==> src/hw/rtl/sss_pkg.sv <==
// ----------------------------------------------------------------------------
// sss_pkg: shared types and constants for the supply and silence supervisor
// Beat layouts, configuration register indexes and reset values.
// ----------------------------------------------------------------------------
package sss_pkg;

  localparam int unsigned CFG_DATA_W = 16;
  localparam int unsigned CFG_IDX_W  = 3;
  localparam int unsigned WCOUNT_W   = 5;
  localparam int unsigned SUM_W      = 17;

  typedef enum logic [CFG_IDX_W-1:0] {
    CFG_SUPPLY_LOW_ON    = 3'd0,
    CFG_SUPPLY_LOW_OFF   = 3'd1,
    CFG_CHARGE_ON_BELOW  = 3'd2,
    CFG_CHARGE_OFF_ABOVE = 3'd3,
    CFG_MIN_AUDIO_LEVEL  = 3'd4,
    CFG_PERIOD_LIMIT     = 3'd5,
    CFG_HOLD_TICKS       = 3'd6
  } cfg_index_t;

  localparam logic [7:0]  RST_SUPPLY_LOW_ON    = 8'd125;
  localparam logic [7:0]  RST_SUPPLY_LOW_OFF   = 8'd146;
  localparam logic [7:0]  RST_CHARGE_ON_BELOW  = 8'd160;
  localparam logic [7:0]  RST_CHARGE_OFF_ABOVE = 8'd158;
  localparam logic [9:0]  RST_MIN_AUDIO_LEVEL  = 10'd10;
  localparam logic [15:0] RST_PERIOD_LIMIT     = 16'd7714;
  localparam logic [7:0]  RST_HOLD_TICKS       = 8'd20;
  localparam logic [SUM_W-1:0] RST_LEVEL_SUM   = 17'd65535;

  localparam logic MODE_SUPPLY = 1'b0;
  localparam logic MODE_TIMER  = 1'b1;

  typedef struct packed {
    logic       mode;
    logic [7:0] supply_sample;
    logic [9:0] audio_sample;
  } item_t;

  typedef struct packed {
    logic player_reset;
    logic charge_enable;
    logic resend_request;
    logic forced_reset;
  } result_t;

  typedef struct packed {
    logic [7:0]  supply_low_on;
    logic [7:0]  supply_low_off;
    logic [7:0]  charge_on_below;
    logic [7:0]  charge_off_above;
    logic [9:0]  min_audio_level;
    logic [15:0] period_limit;
    logic [7:0]  hold_ticks;
  } cfg_t;

endpackage

==> src/hw/rtl/supply_and_silence_supervisor_core.sv <==
// ----------------------------------------------------------------------------
// supply_and_silence_supervisor_core: player supply and silence supervisor
// Path: an accepted beat passes the input register, then the result register.
// Throughput: one beat per cycle while the result is not stalled; the state
// update is combinational logic between the input and result registers.
// Reset: rst clears both valid flags, presets state, loads register defaults.
// ----------------------------------------------------------------------------
module supply_and_silence_supervisor_core #(
  parameter int unsigned WINDOW_LEN = 30
) (
  input  logic                           clk,
  input  logic                           rst,
  input  logic                           item_valid,
  output logic                           item_stall,
  input  sss_pkg::item_t                 item,
  output logic                           result_valid,
  input  logic                           result_stall,
  output sss_pkg::result_t               result,
  input  logic                           cfg_we,
  input  logic [sss_pkg::CFG_IDX_W-1:0]  cfg_index,
  input  logic [sss_pkg::CFG_DATA_W-1:0] cfg_data
);
  import sss_pkg::*;

  cfg_t    cfg;
  item_t   stage;        // input register
  logic    stage_valid;
  logic    advance;      // stage beat moves into the result register
  result_t result_next;

  sss_cfg_regs u_cfg (
    .clk       (clk),
    .rst       (rst),
    .cfg_we    (cfg_we),
    .cfg_index (cfg_index),
    .cfg_data  (cfg_data),
    .cfg       (cfg)
  );

  sss_core_logic #(
    .WINDOW_LEN (WINDOW_LEN)
  ) u_logic (
    .clk         (clk),
    .rst         (rst),
    .advance     (advance),
    .item        (stage),
    .cfg         (cfg),
    .result_next (result_next)
  );

  // The result register takes a new beat whenever it is empty or draining.
  assign advance    = stage_valid && (!result_valid || !result_stall);
  // Hold the input side only while the stage is full and cannot move on.
  assign item_stall = stage_valid && !advance;

  always_ff @(posedge clk) begin
    if (rst) begin
      stage_valid <= 1'b0;
    end else if (!item_stall) begin
      stage_valid <= item_valid;
    end
  end

  always_ff @(posedge clk) begin
    if (item_valid && !item_stall) begin
      stage <= item;
    end
  end

  always_ff @(posedge clk) begin
    if (rst) begin
      result_valid <= 1'b0;
    end else if (advance) begin
      result_valid <= 1'b1;
    end else if (!result_stall) begin
      result_valid <= 1'b0;
    end
  end

  always_ff @(posedge clk) begin
    if (advance) begin
      result <= result_next;
    end
  end

  // A resend pulse is only raised on the beat that releases the player.
  a_resend_released: assert property (@(posedge clk) disable iff (rst)
    result_valid |-> !(result.resend_request && result.player_reset))
    else $error("resend request raised while player held in reset");

  // The input side is only held when a beat waits behind a stalled result.
  a_stall_cause: assert property (@(posedge clk) disable iff (rst)
    item_stall |-> (stage_valid && result_valid && result_stall))
    else $error("input stalled without a blocked result");

  // A new result appears only from a beat that sat in the input register.
  a_result_source: assert property (@(posedge clk) disable iff (rst)
    $rose(result_valid) |-> $past(stage_valid))
    else $error("result valid without a staged beat");

endmodule

==> src/hw/rtl/sss_cfg_regs.sv <==
// ----------------------------------------------------------------------------
// sss_cfg_regs: configuration register file
// Write-only threshold and timing registers with their reset values.
// ----------------------------------------------------------------------------
module sss_cfg_regs (
  input  logic                                clk,
  input  logic                                rst,
  input  logic                                cfg_we,
  input  logic [sss_pkg::CFG_IDX_W-1:0]       cfg_index,
  input  logic [sss_pkg::CFG_DATA_W-1:0]      cfg_data,
  output sss_pkg::cfg_t                       cfg
);
  import sss_pkg::*;

  always_ff @(posedge clk) begin
    if (rst) begin
      cfg.supply_low_on    <= RST_SUPPLY_LOW_ON;
      cfg.supply_low_off   <= RST_SUPPLY_LOW_OFF;
      cfg.charge_on_below  <= RST_CHARGE_ON_BELOW;
      cfg.charge_off_above <= RST_CHARGE_OFF_ABOVE;
      cfg.min_audio_level  <= RST_MIN_AUDIO_LEVEL;
      cfg.period_limit     <= RST_PERIOD_LIMIT;
      cfg.hold_ticks       <= RST_HOLD_TICKS;
    end else if (cfg_we) begin
      unique case (cfg_index_t'(cfg_index))
        CFG_SUPPLY_LOW_ON:    cfg.supply_low_on    <= cfg_data[7:0];
        CFG_SUPPLY_LOW_OFF:   cfg.supply_low_off   <= cfg_data[7:0];
        CFG_CHARGE_ON_BELOW:  cfg.charge_on_below  <= cfg_data[7:0];
        CFG_CHARGE_OFF_ABOVE: cfg.charge_off_above <= cfg_data[7:0];
        CFG_MIN_AUDIO_LEVEL:  cfg.min_audio_level  <= cfg_data[9:0];
        CFG_PERIOD_LIMIT:     cfg.period_limit     <= cfg_data[15:0];
        CFG_HOLD_TICKS:       cfg.hold_ticks       <= cfg_data[7:0];
        default: ;  // unused index: drop the write
      endcase
    end
  end

endmodule

==> src/hw/rtl/sss_core_logic.sv <==
// ----------------------------------------------------------------------------
// sss_core_logic: supervisor state and per-beat update
// Holds supply, charge, hold, period and audio window state; computes the
// result of one beat and commits the new state when the beat advances.
// ----------------------------------------------------------------------------
module sss_core_logic #(
  parameter int unsigned WINDOW_LEN = 30
) (
  input  logic             clk,
  input  logic             rst,
  input  logic             advance,
  input  sss_pkg::item_t   item,
  input  sss_pkg::cfg_t    cfg,
  output sss_pkg::result_t result_next
);
  import sss_pkg::*;

  localparam logic [WCOUNT_W-1:0] WIN_LEN = WCOUNT_W'(WINDOW_LEN);

  logic                supply_low, supply_low_next;
  logic                charge_on, charge_on_next;
  logic                forced_pending, forced_pending_next;
  logic [7:0]          hold_count, hold_count_next;
  logic [15:0]         period_count, period_count_next;
  logic [WCOUNT_W-1:0] window_count, window_count_next;
  logic [SUM_W-1:0]    level_sum, level_sum_next;
  logic                resend_pending, resend_pending_next;
  logic                reset_line, reset_line_next;
  logic                resend;
  logic [SUM_W-1:0]    silence_limit;

  // Floor average below the minimum is the same as the sum below min * window.
  assign silence_limit = SUM_W'(cfg.min_audio_level) * SUM_W'(WINDOW_LEN);

  always_comb begin
    supply_low_next     = supply_low;
    charge_on_next      = charge_on;
    forced_pending_next = forced_pending;
    hold_count_next     = hold_count;
    period_count_next   = period_count;
    window_count_next   = window_count;
    level_sum_next      = level_sum;
    resend_pending_next = resend_pending;
    reset_line_next     = reset_line;
    resend              = 1'b0;

    if (item.mode == MODE_SUPPLY) begin
      if (item.supply_sample < cfg.supply_low_on)    supply_low_next = 1'b1;
      if (item.supply_sample > cfg.supply_low_off)   supply_low_next = 1'b0;
      if (item.supply_sample < cfg.charge_on_below)  charge_on_next  = 1'b1;
      if (item.supply_sample > cfg.charge_off_above) charge_on_next  = 1'b0;
      if (hold_count != 8'd0) hold_count_next = hold_count - 8'd1;
      if (hold_count_next == 8'd0) forced_pending_next = 1'b0;
      if (forced_pending_next || supply_low_next) begin
        reset_line_next     = 1'b1;
        resend_pending_next = 1'b1;
      end else begin
        reset_line_next     = 1'b0;
        resend              = resend_pending;
        resend_pending_next = 1'b0;
      end
    end else begin
      period_count_next = period_count + 16'd1;
      if (period_count_next > cfg.period_limit) begin
        hold_count_next     = cfg.hold_ticks;
        forced_pending_next = 1'b1;
        period_count_next   = 16'd0;
      end
      if (!supply_low) begin
        level_sum_next    = level_sum + SUM_W'(item.audio_sample);
        window_count_next = window_count + WCOUNT_W'(1);
        if (window_count_next >= WIN_LEN) begin
          if (level_sum_next < silence_limit) begin
            hold_count_next     = cfg.hold_ticks;
            forced_pending_next = 1'b1;
          end
          window_count_next = '0;
          level_sum_next    = '0;
        end
      end
    end

    result_next.player_reset   = reset_line_next;
    result_next.charge_enable  = charge_on_next;
    result_next.resend_request = resend;
    result_next.forced_reset   = forced_pending_next;
  end

  always_ff @(posedge clk) begin
    if (rst) begin
      supply_low     <= 1'b0;
      charge_on      <= 1'b0;
      forced_pending <= 1'b0;
      hold_count     <= 8'd0;
      period_count   <= 16'd0;
      window_count   <= '0;
      level_sum      <= RST_LEVEL_SUM;
      resend_pending <= 1'b0;
      reset_line     <= 1'b0;
    end else if (advance) begin
      supply_low     <= supply_low_next;
      charge_on      <= charge_on_next;
      forced_pending <= forced_pending_next;
      hold_count     <= hold_count_next;
      period_count   <= period_count_next;
      window_count   <= window_count_next;
      level_sum      <= level_sum_next;
      resend_pending <= resend_pending_next;
      reset_line     <= reset_line_next;
    end
  end

endmodule

==> config.mk <==
export PLATFORM = sky130hd
export DESIGN_NAME = supply_and_silence_supervisor_core
export DESIGN_NICKNAME = d
export VERILOG_FILES = /design/src/hw/rtl/sss_pkg.sv /design/src/hw/rtl/supply_and_silence_supervisor_core.sv /design/src/hw/rtl/sss_cfg_regs.sv /design/src/hw/rtl/sss_core_logic.sv
export SDC_FILE = /design/constraint.sdc
export NUM_CORES = 1
export LEC_CHECK = 0
export BUFFER_PORTS_ARGS = -buffer_cell sky130_fd_sc_hd__buf_2
export CORE_MARGIN = 8
export CORE_UTILIZATION = 40
export CTS_CLUSTER_DIAMETER = 40
export CTS_CLUSTER_SIZE = 10
export DETAILED_ROUTE_END_ITERATION = 12
export SKIP_LAST_GASP = 1
export SLEW_MARGIN = 25
export SYNTH_ARGS = -nofsm -noshare
export SYNTH_HDL_FRONTEND = slang
export SYNTH_SLANG_ARGS = --single-unit
==> constraint.sdc <==
create_clock -name clk -period 9.93 [get_ports clk]
set_input_delay 2.4825 -clock clk [delete_from_list [all_inputs] [get_ports clk]]
set_output_delay 2.4825 -clock clk [all_outputs]
set_load 0.01 [all_outputs]
After elaboration in Yosys (flattened, before gate mapping)
Index checks and enable logic that the tools add are counted.
{"block": "totals", "ff_bits": 142, "latchBits": 0, "mem_bits_rw": 0, "mem_bits_ro": 0, "in_bits": 43, "out_inout_bits": 6, "elab_cells": 96, "memories": 0}
{"block": "classes", "n_addsub": 4, "n_mul": 1, "div": 0, "magnitude_cmp": 7, "eq_ne": 7, "shifts": 0, "n_mux": 27, "n_bitwise": 2, "reduce_logical": 23}
{"op": "$mux 8", "count": 7}
{"op": "$reduce_and 2->1", "count": 9}
{"op": "$add 17x10->17", "count": 1}
{"op": "$lt 17x15->1", "count": 1}
{"op": "$mux 1", "count": 17}
{"op": "$mux 17", "count": 1}
{"op": "$add 16x1->16 const B", "count": 1}
{"op": "$gt 16x16->1", "count": 1}
{"op": "$gt 8x8->1", "count": 2}
{"op": "$lt 8x8->1", "count": 2}
{"op": "$mux 16", "count": 1}
{"op": "$mul 10x4->14 const B", "count": 1}
{"op": "$eq 3x3->1 const B", "count": 3}
{"op": "$logic_not 8->1", "count": 1}
{"op": "$reduce_bool 8->1", "count": 1}
{"op": "$sub 8x1->8 const B", "count": 1}
{"op": "$eq 3x2->1 const B", "count": 2}
{"op": "$add 5x1->5 const B", "count": 1}
{"op": "$ge 5x5->1 const B", "count": 1}
{"op": "$mux 5", "count": 1}
{"op": "$logic_not 1->1", "count": 4}
{"op": "$eq 3x1->1 const B", "count": 1}
{"op": "$logic_and 1x1->1", "count": 3}
{"op": "$logic_not 3->1", "count": 1}
{"op": "other kinds (5)", "count": 7}

Depth between registers and ports, before layout
Gate-level depths: netlist of the first run.
{"block": "depth", "depth_word": 9, "ltp_mapped": 20, "mapped_depth_nobuf": 20}

Cells and area by module
From an unflattened synthesis of the first run, not the netlist that was laid out.
{"block": "unflattened", "hier_cells": 1040, "area_unflattened_um2": 9357.7}
{"module": "sss_core_logic", "instances": 1, "cells_each": 751, "area_per_inst_um2": 5903.2, "seq_area_each_um2": 1021.0}
{"module": "sss_cfg_regs", "instances": 1, "cells_each": 256, "area_per_inst_um2": 2677.6, "seq_area_each_um2": 1321.3}
{"module": "supply_and_silence_supervisor_core", "instances": 1, "cells_each": 33, "area_per_inst_um2": 777.0, "seq_area_each_um2": 730.7}

Worst setup path after synthesis of the first run
OpenSTA, ideal clock, no wires.
{"block": "synth_timing", "path_kind": "input port to output port", "from": "in result_stall", "to": "out item_stall", "t_arrival_ns": 2.702, "t_required_ns": 7.448, "path_slack_ns": 4.745, "cell_stages": 1, "path_buffers": 0, "path_cell_list": "and3_1"}
{"block": "synth_between", "elab_chain_len": 5}
{"item": "start, declared", "line_no": "supply_and_silence_supervisor_core.sv:17", "text": "input logic result_stall,"}
{"item": "$logic_not 1->1"}
{"item": "$logic_or 1x1->1", "line_no": "supply_and_silence_supervisor_core.sv:52", "text": "assign advance = stage_valid && (!result_valid || !result_stall);"}
{"item": "$logic_and 1x1->1", "line_no": "supply_and_silence_supervisor_core.sv:52"}
{"item": "$logic_not 1->1", "line_no": "supply_and_silence_supervisor_core.sv:54", "text": "assign item_stall = stage_valid && !advance;"}
{"item": "$logic_and 1x1->1", "line_no": "supply_and_silence_supervisor_core.sv:54"}
{"item": "end, declared", "line_no": "supply_and_silence_supervisor_core.sv:14", "text": "output logic item_stall,"}
Every way passes these cells.

Worst setup path after layout of the first run
Ends and elaborated chain as after synthesis.

==> flow_summary.ini, run 1 <==
[run_status]
status = completed

[global_routing]
grt_max_degree = 88
grt_pass1_wl_um = 34800
grt_usage_pct = 15.9
grt_pass1_vias = 6998
antenna_found_initial = 0
grt-ovfl-total = 0

[place]
gp_congestion = 0.819
post-place-ws_ns = 4.50
hpwl_um = 15300
port_buffers = 48

[critical_path]
cp.arrival_ns = 2.94
rr_worst_depth = 20
r2r_slack_ns = 4.77
critPathSlowestCell = and3_1
crit_fanout = 3
required_ns = 7.45
timing.rr.start = u_cfg.cfg[26]
timing.rr.end = u_logic.hold_count[5]
crit_buf_inv = 2
cpPeakStageDelay_ns = 0.20
crit_chain = buf_2 -> and3_1 -> buf_2
path_class = in -> out
cp-startpoint = result_stall
end_kind = output port
cp_common_cell = buf_2
crit_family = buffers and inverters
startpoint_type = input pin

[job]
drv_cap = 0

[sta]
fmax_mhz = 184
holdWs_ns = 0.454
slew_headroom_pct = 34.0
fin_ws_ns = 4.51
setup_viol = 0
hold_viol = 0
setup_tns_ns = 0
maxSlewViolCount = 0
post-route-period-util_pct = 54.6
fin_crit_ns = 5.42
rsz0062_at_grt = no
worst_clock_skew_ns = 0.0115
tightest_slew_ns = 0.989

[floorplanning]
chipHeight_um = 165
die_w_um = 165
core-area_mm2 = 0.0218
io-pin-count = 49
initial_core_util_pct = 40.7
rows = 54
die-area_mm2 = 0.0271

[hold_path]
min_from = u_cfg.cfg[28]
min_delay_path_depth = 2
hold_end = u_cfg.cfg[28]
min_path_type = reg -> reg

[routing]
drt_iter0_markers = 422
vias = 7309
ant_nets = 0
routedWlPerCell_um = 15.4
drc = 0
drt-vias-per-instance = 5.35
first_pass_iters = 7
wirelength_um = 21100

[clock_network]
cts_made_buffers = 17
clkTransAtPathRegs_ns = 0.06
ctsResizeCount = 0
postCtsHoldBufs = 0
cts_setup_buffers = 0
cts.path.max_buffers = 2
htree_levels = 4
cts_tree = yes
clockRootBuffer = clkbuf_16
clkLatencyLatePin_ns = 0.43
clock-sinks = 142

[finish]
postLayoutCoreUtil_pct = 45.5
n_fill_cell = 2172
nets = 1225
area_delta_synth_final_pct = 11.9
drive_gt1_share_pct = 9.58
antenna_cells = 0

[power]
pwr-share-clk_pct = 41.5
p_leak_nw = 4.15
switching_share_pct = 30.3
p_int_mw = 1.04
power.switching_mw = 0.453
p_comb_share_pct = 16.8
seq_power_share_pct = 41.7
powerDensity_mw_per_mm2 = 151
ir_drop_mv = 0.108

[synth]
async_flop_share_pct = 0
synth_area_mm2 = 0.00885
avgSynthCellArea_um2 = 8.52
ys_seq_area_share_pct = 34.7
synth_cell_type_count = 70
syn_inst = 1039
yosysWarnings = 0
synth_top_area_share_pct = 26.9
synthFlopType = dfxtp_1
yosys-top-cells-area = dfxtp_1, ha_1, edfxtp_1
synthesis.nets = 1191
synth_edf_count = 23
synth_top_area_cell = dfxtp_1
ys_ff_latch = 142
[kinds of logic after synthesis]
kind of cell	after synthesis	synth area share, %
xor+xnor	39	3.86
compound gates	277	20.8
flops	142	34.7
mux	6	0.679
buf+inv	135	5.90
fa+ha+maj	109	16.9
simple gates	331	17.1
[cells in the mapped netlist, types with 9 or more instances]
| master | number |
|---|---|
| inv_1 | 93 |
| nor3_1 | 18 |
| nand2_1 | 158 |
| o21ai_0 | 33 |
| ha_1 | 91 |
| a221o_1 | 9 |
| nand3_1 | 41 |
| o211ai_1 | 31 |
| fa_1 | 18 |
| nor2b_1 | 9 |
| dfxtp_1 | 119 |
| a21o_1 | 15 |
| nand2b_1 | 11 |
| clkbuf_1 | 31 |
| edfxtp_1 | 23 |
| xor2_1 | 16 |
| xnor2_1 | 23 |
| and3_1 | 10 |
| nor2_1 | 48 |
| o21a_1 | 13 |
| a211oi_1 | 10 |
| a21oi_1 | 103 |
[power groups by stage]
stage | logic, mW | clock network (mW) | registers (mW)
finish | 0.251 | 0.620 | 0.623
global route | 0.287 | 0.657 | 0.625
CTS | 0.254 | 0.632 | 0.623
detailed placement | 0.252 | 0 | 0.636
global placement | 0.248 | 0 | 0.636
floorplan | 0.188 | 0 | 0.629
[worst max-delay path by stage]
stage                                   to  slack [ns]  cells after the start
floorplan                       item_stall        4.75                      1
global placement                item_stall        4.51                      3
detailed placement              item_stall        4.50                      3
CTS                             item_stall        4.50                      3
global route        u_logic.forced_pending        4.38                     20
finish                          item_stall        4.51                      3
[area by class of cell]
type                            count  area [um^2]  share of cell area (%)
Sequential cell                   142         3070                    31.0
Tap cell                          280          350                    3.54
Clock buffer                       17          425                    4.29
Clock inverter                     15          149                    1.50
Multi-Input combinational cell    762         5260                    53.1
Timing Repair Buffer               55          295                    2.98
Inverter                           95          357                    3.60
[metal layers]
layer	GRT usage [%]	wire length [um]
met5	0	0
met3	2.97	809
met1	20.9	10200
met4	4.10	227
met2	26.5	9810
[sequential cells by signal (all words and copies together), names as in the netlist]
| name | flops |
|---|---|
| u_logic.resend_pending | 1 |
| stage_valid | 1 |
| u_logic.supply_low | 1 |
| u_logic.level_sum | 17 |
| u_logic.period_count | 16 |
| u_logic.window_count | 5 |
| u_logic.forced_pending | 1 |
| u_logic.reset_line | 1 |
| u_logic.hold_count | 8 |
| u_logic.charge_on | 1 |
| u_cfg.cfg | 66 |
| result | 4 |
| result_valid | 1 |
| stage | 19 |
[metrics by stage]
stage	cells	area (um^2)	total power, mW
2_1_floorplan	1039	8850	0.817
3_3_place_gp	1334	9330	0.884
3_5_place_dp	1334	9330	0.887
4_1_cts	1366	9910	1.51
5_1_grt	1366	9910	1.57
6_report	1366	9910	1.49
[cell usage in the layout (no fill, tap or decap), types with 31 or more instances in the layout]
| cell | instances |
|---|---|
| ha_1 | 91 |
| nor2_1 | 48 |
| o211ai_1 | 31 |
| dfxtp_1 | 119 |
| a21oi_1 | 103 |
| buf_2 | 47 |
| o21ai_0 | 33 |
| nand3_1 | 41 |
| inv_1 | 93 |
| nand2_1 | 158 |
[worst register-to-register path, cell delays in order, from the launching register on]
cell and delay (ns):
dfxtp_1 0.40, inv_1 0.11, fa_1 0.49, fa_1 0.51, inv_1 0.04, ha_1 0.32, nor2b_1 0.14, o21ai_0 0.23
a21oi_1 0.13, o21a_1 0.19, o211a_1 0.23, o2111a_1 0.24, a211oi_1 0.23, ha_1 0.28, nand4_1 0.11, a211o_1 0.10
o211ai_1 0.09, a211o_1 0.33, a211o_1 0.36, a2111o_1 0.44, o311a_1 0.10
Power figures use the tool's default switching activity.
==> inputs of run 2 (changes only) <==
Settings changed: ABC_AREA set to 1.
Clock period 9.93 ns to 4.7 ns, I/O delays scaled along.
==> flow_summary.ini, run 2 <==
[run_status]
status = completed

[synth]
synth-xor-area-share_pct = 4.32
ys_ff_latch = 142
synth_top_family_by_area = simple AND/OR/NAND/NOR gates
synthTopCellsByCount = nand2_1, inv_1, a21oi_1, dfxtp_1, ha_1
yosysMostFrequentCell = nand2_1
async_flop_share_pct = 0
synth_edf_count = 23
synthesis.nets = 1240
yosysWarnings = 0
synth_top_area_share_pct = 27.5
syn_inst = 1088
avgSynthCellArea_um2 = 7.97
yosys.area_share.simple_pct = 17.6
synthFlopType = dfxtp_1
ys_seq_area_share_pct = 35.4
synth_cell_type_count = 52
synth_area_mm2 = 0.00867
synth_compound_gate_area_share_pct = 16.4
yosys-top-cells-area = dfxtp_1, ha_1, nand2_1
synth_top_area_cell = dfxtp_1
synthMuxAreaShare_pct = 0
synthAdderAreaFrac_pct = 17.3

[sta]
fmax_mhz = 233
rsz0062_at_grt = no
hold_viol = 0
maxSlewViolCount = 0
slew_headroom_pct = 39.8
setup_viol = 0
worst_clock_skew_ns = 0.0152
post-route-period-util_pct = 91.2
tightest_slew_ns = 0.897
setup_tns_ns = 0
fin_crit_ns = 4.28

[clock_network]
clock-sinks = 142
clockRootBuffer = clkbuf_16
cts_tree = yes
clkTransAtPathRegs_ns = 0.06
cts_setup_buffers = 0
cts.path.max_buffers = 2
cts_made_buffers = 17
clkLatencyLatePin_ns = 0.43
htree_levels = 4

[routing]
drc = 0
vias = 6969
first_pass_iters = 5
wirelength_um = 19500
ant_nets = 0
drt-vias-per-instance = 4.87
routedWlPerCell_um = 13.6
drt_iter0_markers = 347

[critical_path]
path_class = reg -> reg
cp.arrival_ns = 4.57
end_kind = register
crit_fanout = 10
startpoint_type = register
required_ns = 4.99

[hold_path]
min_path_type = reg -> reg

[floorplanning]
io-pin-count = 49
rows = 54
die_w_um = 163
core-area_mm2 = 0.0216
initial_core_util_pct = 40.2
chipHeight_um = 163
die-area_mm2 = 0.0266

[global_routing]
grt-ovfl-total = 0
grt_max_degree = 49
grt_pass1_vias = 6799
grt_usage_pct = 15.4
antenna_found_initial = 0
grt_pass1_wl_um = 33000

[place]
port_buffers = 48
gp_congestion = 0.786
placed_cell_area_mm2 = 0.00920
hpwl_um = 14300

[finish]
final_common_cell = nand2_1
postLayoutCoreUtil_pct = 45.6
nets = 1289
drive_gt1_share_pct = 11.8
largest_register_ffs = 66
n_fill_cell = 2122
final_cell_mix = nand2_1, inv_1, a21oi_1, dfxtp_1, ha_1
antenna_cells = 0
area_delta_synth_final_pct = 13.5
reg_top3 = u_cfg.cfg x66, stage x19, u_logic.level_sum x17
final_cell_area_mm2 = 0.00984
regMostFlops = u_cfg.cfg

[power]
p_leak_nw = 4.53
powerDensity_mw_per_mm2 = 335
ir_drop_mv = 0.185

[job]
drv_cap = 0
-- run 2: cell count changes after synthesis, moves of 13 or more --
cell / change
a21oi_1: +18
a21o_1: -13
inv_1: +78
o21ai_0: +36
nand2_1: +40
-- run 2: cell type report --
class | instances | area (um^2) | area share, %
repair buffers | 55 | 293 | 2.98
flip-flops and latches | 142 | 3080 | 31.3
clock buffers | 20 | 489 | 4.97
well taps | 280 | 350 | 3.56
inverters | 179 | 672 | 6.83
clock inverters | 12 | 134 | 1.36
multi-input cells | 742 | 4820 | 49.0
-- run 2: worst paths after layout --
kind	start	endpoint	slack, ns	depth (start not counted)
min reg2reg	u_cfg.cfg[7]	u_cfg.cfg[7]	0.45	2
min	u_cfg.cfg[7]	u_cfg.cfg[7]	0.45	2
max reg2reg	u_cfg.cfg[26]	u_logic.hold_count[7]	0.42	24
max	u_cfg.cfg[26]	u_logic.hold_count[7]	0.42	24
-- run 2: metrics by stage --
stage	std cells	setup WS (ns)	hold slack, ns	total power, mW
after floorplan	1088	0.632	0.429	1.77
after global placement	1398	0.357	0.441	1.91
after detailed placement	1398	0.280	0.446	1.92
after CTS	1430	0.248	0.455	3.35
after global routing	1430	0.0139	0.488	3.48
final	1430	0.415	0.451	3.30
-- run 2: routing by layer --
| layer | wire length (um) | vias to the layer above | track usage [%] |
|---|---|---|---|
| met4 | 314 | 0 | 5.63 |
| met5 | 0 | - | 0 |
| met1 | 9740 | 3135 | 20.2 |
| met3 | 767 | 25 | 3.15 |
| met2 | 8640 | 115 | 24.7 |
| li1 | - | 3694 | - |
-- run 2: worst max-delay path: stages, from the launching register on --
cell	delay [ns]
dfxtp_2	0.36
inv_2	0.07
fa_1	0.49
fa_1	0.51
inv_1	0.04
ha_1	0.32
inv_1	0.07
nor3_1	0.17
nand2_1	0.08
nand2_1	0.10
nand2_1	0.07
a21oi_2	0.16
a21oi_1	0.08
o21bai_1	0.16
xnor2_1	0.14
ha_1	0.26
a211o_1	0.31
nor2_2	0.12
nand3_2	0.10
nor2_4	0.10
nand2_4	0.11
nand2_4	0.12
nand2_1	0.07
nand3_1	0.07
a21oi_1	0.06
-- run 2: power by group --
group / internal [mW] / total (mW) / leakage, nW / switching (mW)
clock: 0.827 / 1.41 / 0.309 / 0.584
combinational: 0.225 / 0.577 / 3.03 / 0.352
sequential: 1.28 / 1.31 / 1.19 / 0.0278
total: 2.34 / 3.30 / 4.53 / 0.964
-- run 2: cell families after synthesis --
logic type | count (synthesis)
AOI/OAI and AO/OA | 251
xor gates and xnor gates | 41
adders and majority gates | 109
buffers and inverters | 204
DFF | 142
and+or+nand+nor | 341
-- run 2: timing repair --
action,4_1_cts,5_1_grt
hold buffers,0,0
setup endpoints to repair,0,10
resized for setup,0,10
==> inputs of run 3 (changes only) <==
Settings changed: ABC_AREA 1 to not set, CTS_CLUSTER_DIAMETER 40 to not set.
==> flow_summary.ini, run 3 (synthesis results as in run 1) <==
[routing]
wl_met3_um = 723
first_pass_iters = 5
wl_met1_um = 10800
routedWlPerCell_um = 15.9
met2_wirelength_um = 10400
wirelength_um = 22100
drt_iter0_markers = 502
drc = 0
top_layer = met4
drt-vias-per-instance = 5.39
vias = 7493
ant_nets = 0

[critical_path]
end_kind = register
worstSetupEndpoint = u_logic.hold_count[0]
rr_worst_depth = 22
required_ns = 5.01
crit_fanout = 6
cp.arrival_ns = 4.92
path_class = reg -> reg
r2r_slack_ns = 0.09
timing.rr.start = u_cfg.cfg[25]
timing.rr.end = u_logic.hold_count[0]
startpoint_type = register
cp-startpoint = u_cfg.cfg[25]

[power]
ir_drop_mv = 0.254
powerDensity_mw_per_mm2 = 325
p_leak_nw = 4.30

[clock_network]
postCtsHoldBufs = 0
clkLatencyLatePin_ns = 0.43
clock-sinks = 142
cts_tree = yes
cts_made_buffers = 17
htree_levels = 4
clkTransAtPathRegs_ns = 0.06
clockRootBuffer = clkbuf_16
cts.path.max_buffers = 2

[global_routing]
grt_pass1_wl_um = 36800
grt-ovfl-total = 0
antenna_found_initial = 0
grt_max_degree = 47
grt_usage_pct = 16.9
grt_pass1_vias = 7305

[sta]
setup_viol = 0
hold_viol = 0
fin_crit_ns = 4.61
fmax_mhz = 217
tightest_slew_ns = 0.813
holdWs_ns = 0.453
worst_clock_skew_ns = 0.0160
maxSlewViolCount = 0
rsz0062_at_grt = yes
setup_tns_ns = 0
slew_headroom_pct = 45.6
post-route-period-util_pct = 98.1

[floorplanning]
chipHeight_um = 165
io-pin-count = 49
rows = 54
die-area_mm2 = 0.0271
initial_core_util_pct = 40.7
die_w_um = 165
core-area_mm2 = 0.0218

[place]
hpwl_um = 15900
gp_congestion = 0.822
port_buffers = 48

[finish]
area_delta_synth_final_pct = 16.0
final_common_cell = nand2_1
drive_gt1_share_pct = 13.6
regMostFlops = u_cfg.cfg
largest_register_ffs = 66
antenna_cells = 0
final_cell_mix = nand2_1, dfxtp_1, a21oi_1, inv_1, ha_1
nets = 1250
reg_top3 = u_cfg.cfg x66, stage x19, u_logic.level_sum x17

[run_status]
status = completed

[hold_path]
min_path_type = reg -> reg

[job]
drv_cap = 0
[run 3: changes by cell type in the layout (fill, tap and decap cells not counted), moves of 11 or more]
| cell | delta |
|---|---|
| a21o_1 | +13 |
| a21oi_1 | -20 |
| nand2_1 | -40 |
| inv_1 | -77 |
| nand2b_1 | +11 |
| o21ai_0 | -40 |
| buf_4 | +21 |
| o21a_1 | +11 |
[run 3: through the flow]
step / cell area [um^2] / instances / power (mW) / setup WS [ns] / utilization [%]
5_1_grt: 10300 / 1391 / 3.50 / -0.190 / 47.2
6_report: 10300 / 1391 / 3.34 / 0.0892 / 47.2
3_3_place_gp: 9490 / 1355 / 1.88 / 0.00480 / 43.6
3_5_place_dp: 9500 / 1355 / 1.88 / -0.0436 / 43.7
4_1_cts: 10200 / 1390 / 3.34 / 0.00511 / 46.8
2_1_floorplan: 8850 / 1039 / 1.73 / 0.00207 / -
[run 3: how the worst min path moves through the flow]
stage,from,endpoint,slack (ns),depth (start not counted)
floorplan,u_cfg.cfg[4],u_cfg.cfg[4],0.43,2
global placement,u_cfg.cfg[12],u_cfg.cfg[12],0.44,2
detailed placement,u_cfg.cfg[46],u_cfg.cfg[46],0.45,2
CTS,u_cfg.cfg[10],u_cfg.cfg[10],0.46,2
global route,u_cfg.cfg[39],u_cfg.cfg[39],0.47,2
finish,u_cfg.cfg[30],u_cfg.cfg[30],0.45,2
[run 3: layer usage]
layer	vias to the layer above	track usage, %
met1	3560	22.2
met3	14	3.51
met4	0	4.18
li1	3793	-
met2	126	27.9
met5	-	0
[run 3: area by class of cell]
class	count	area [um^2]
Tap cell	280	350
Sequential cell	142	3080
Multi-Input combinational cell	762	5360
Inverter	95	357
Fill cell	2138	11500
Clock buffer	17	425
Clock inverter	15	203
Timing Repair Buffer	80	495
[run 3: where the power goes]
part | internal (mW) | leakage, nW | switching (mW)
registers | 1.28 | 1.19 | 0.0372
clock network | 0.856 | 0.301 | 0.602
logic | 0.236 | 2.81 | 0.326
[run 3: repair_timing]
action                                  CTS  global route
endpoints found under the hold margin     0             0
setup buffers                             3             1
gates cloned                              0             0
endpoints found under the setup margin    2            10
pin swaps                                18            18
resized for setup                         9            18
[run 3: critical path, stage by stage, from the launching register on]
cell      delay, ns
dfxtp_2        0.33
buf_6          0.11
fa_1           0.48
fa_1           0.53
inv_1          0.06
fa_2           0.36
nor2b_2        0.14
o21ai_2        0.07
a21oi_2        0.13
o21a_1         0.15
o211a_1        0.19
o21ai_1        0.09
a211oi_2       0.23
ha_1           0.27
nand4_1        0.10
a211o_1        0.10
o211ai_1       0.07
a211o_1        0.27
buf_6          0.13
a211oi_2       0.22
buf_4          0.20
o211ai_1       0.09
o311a_1        0.17
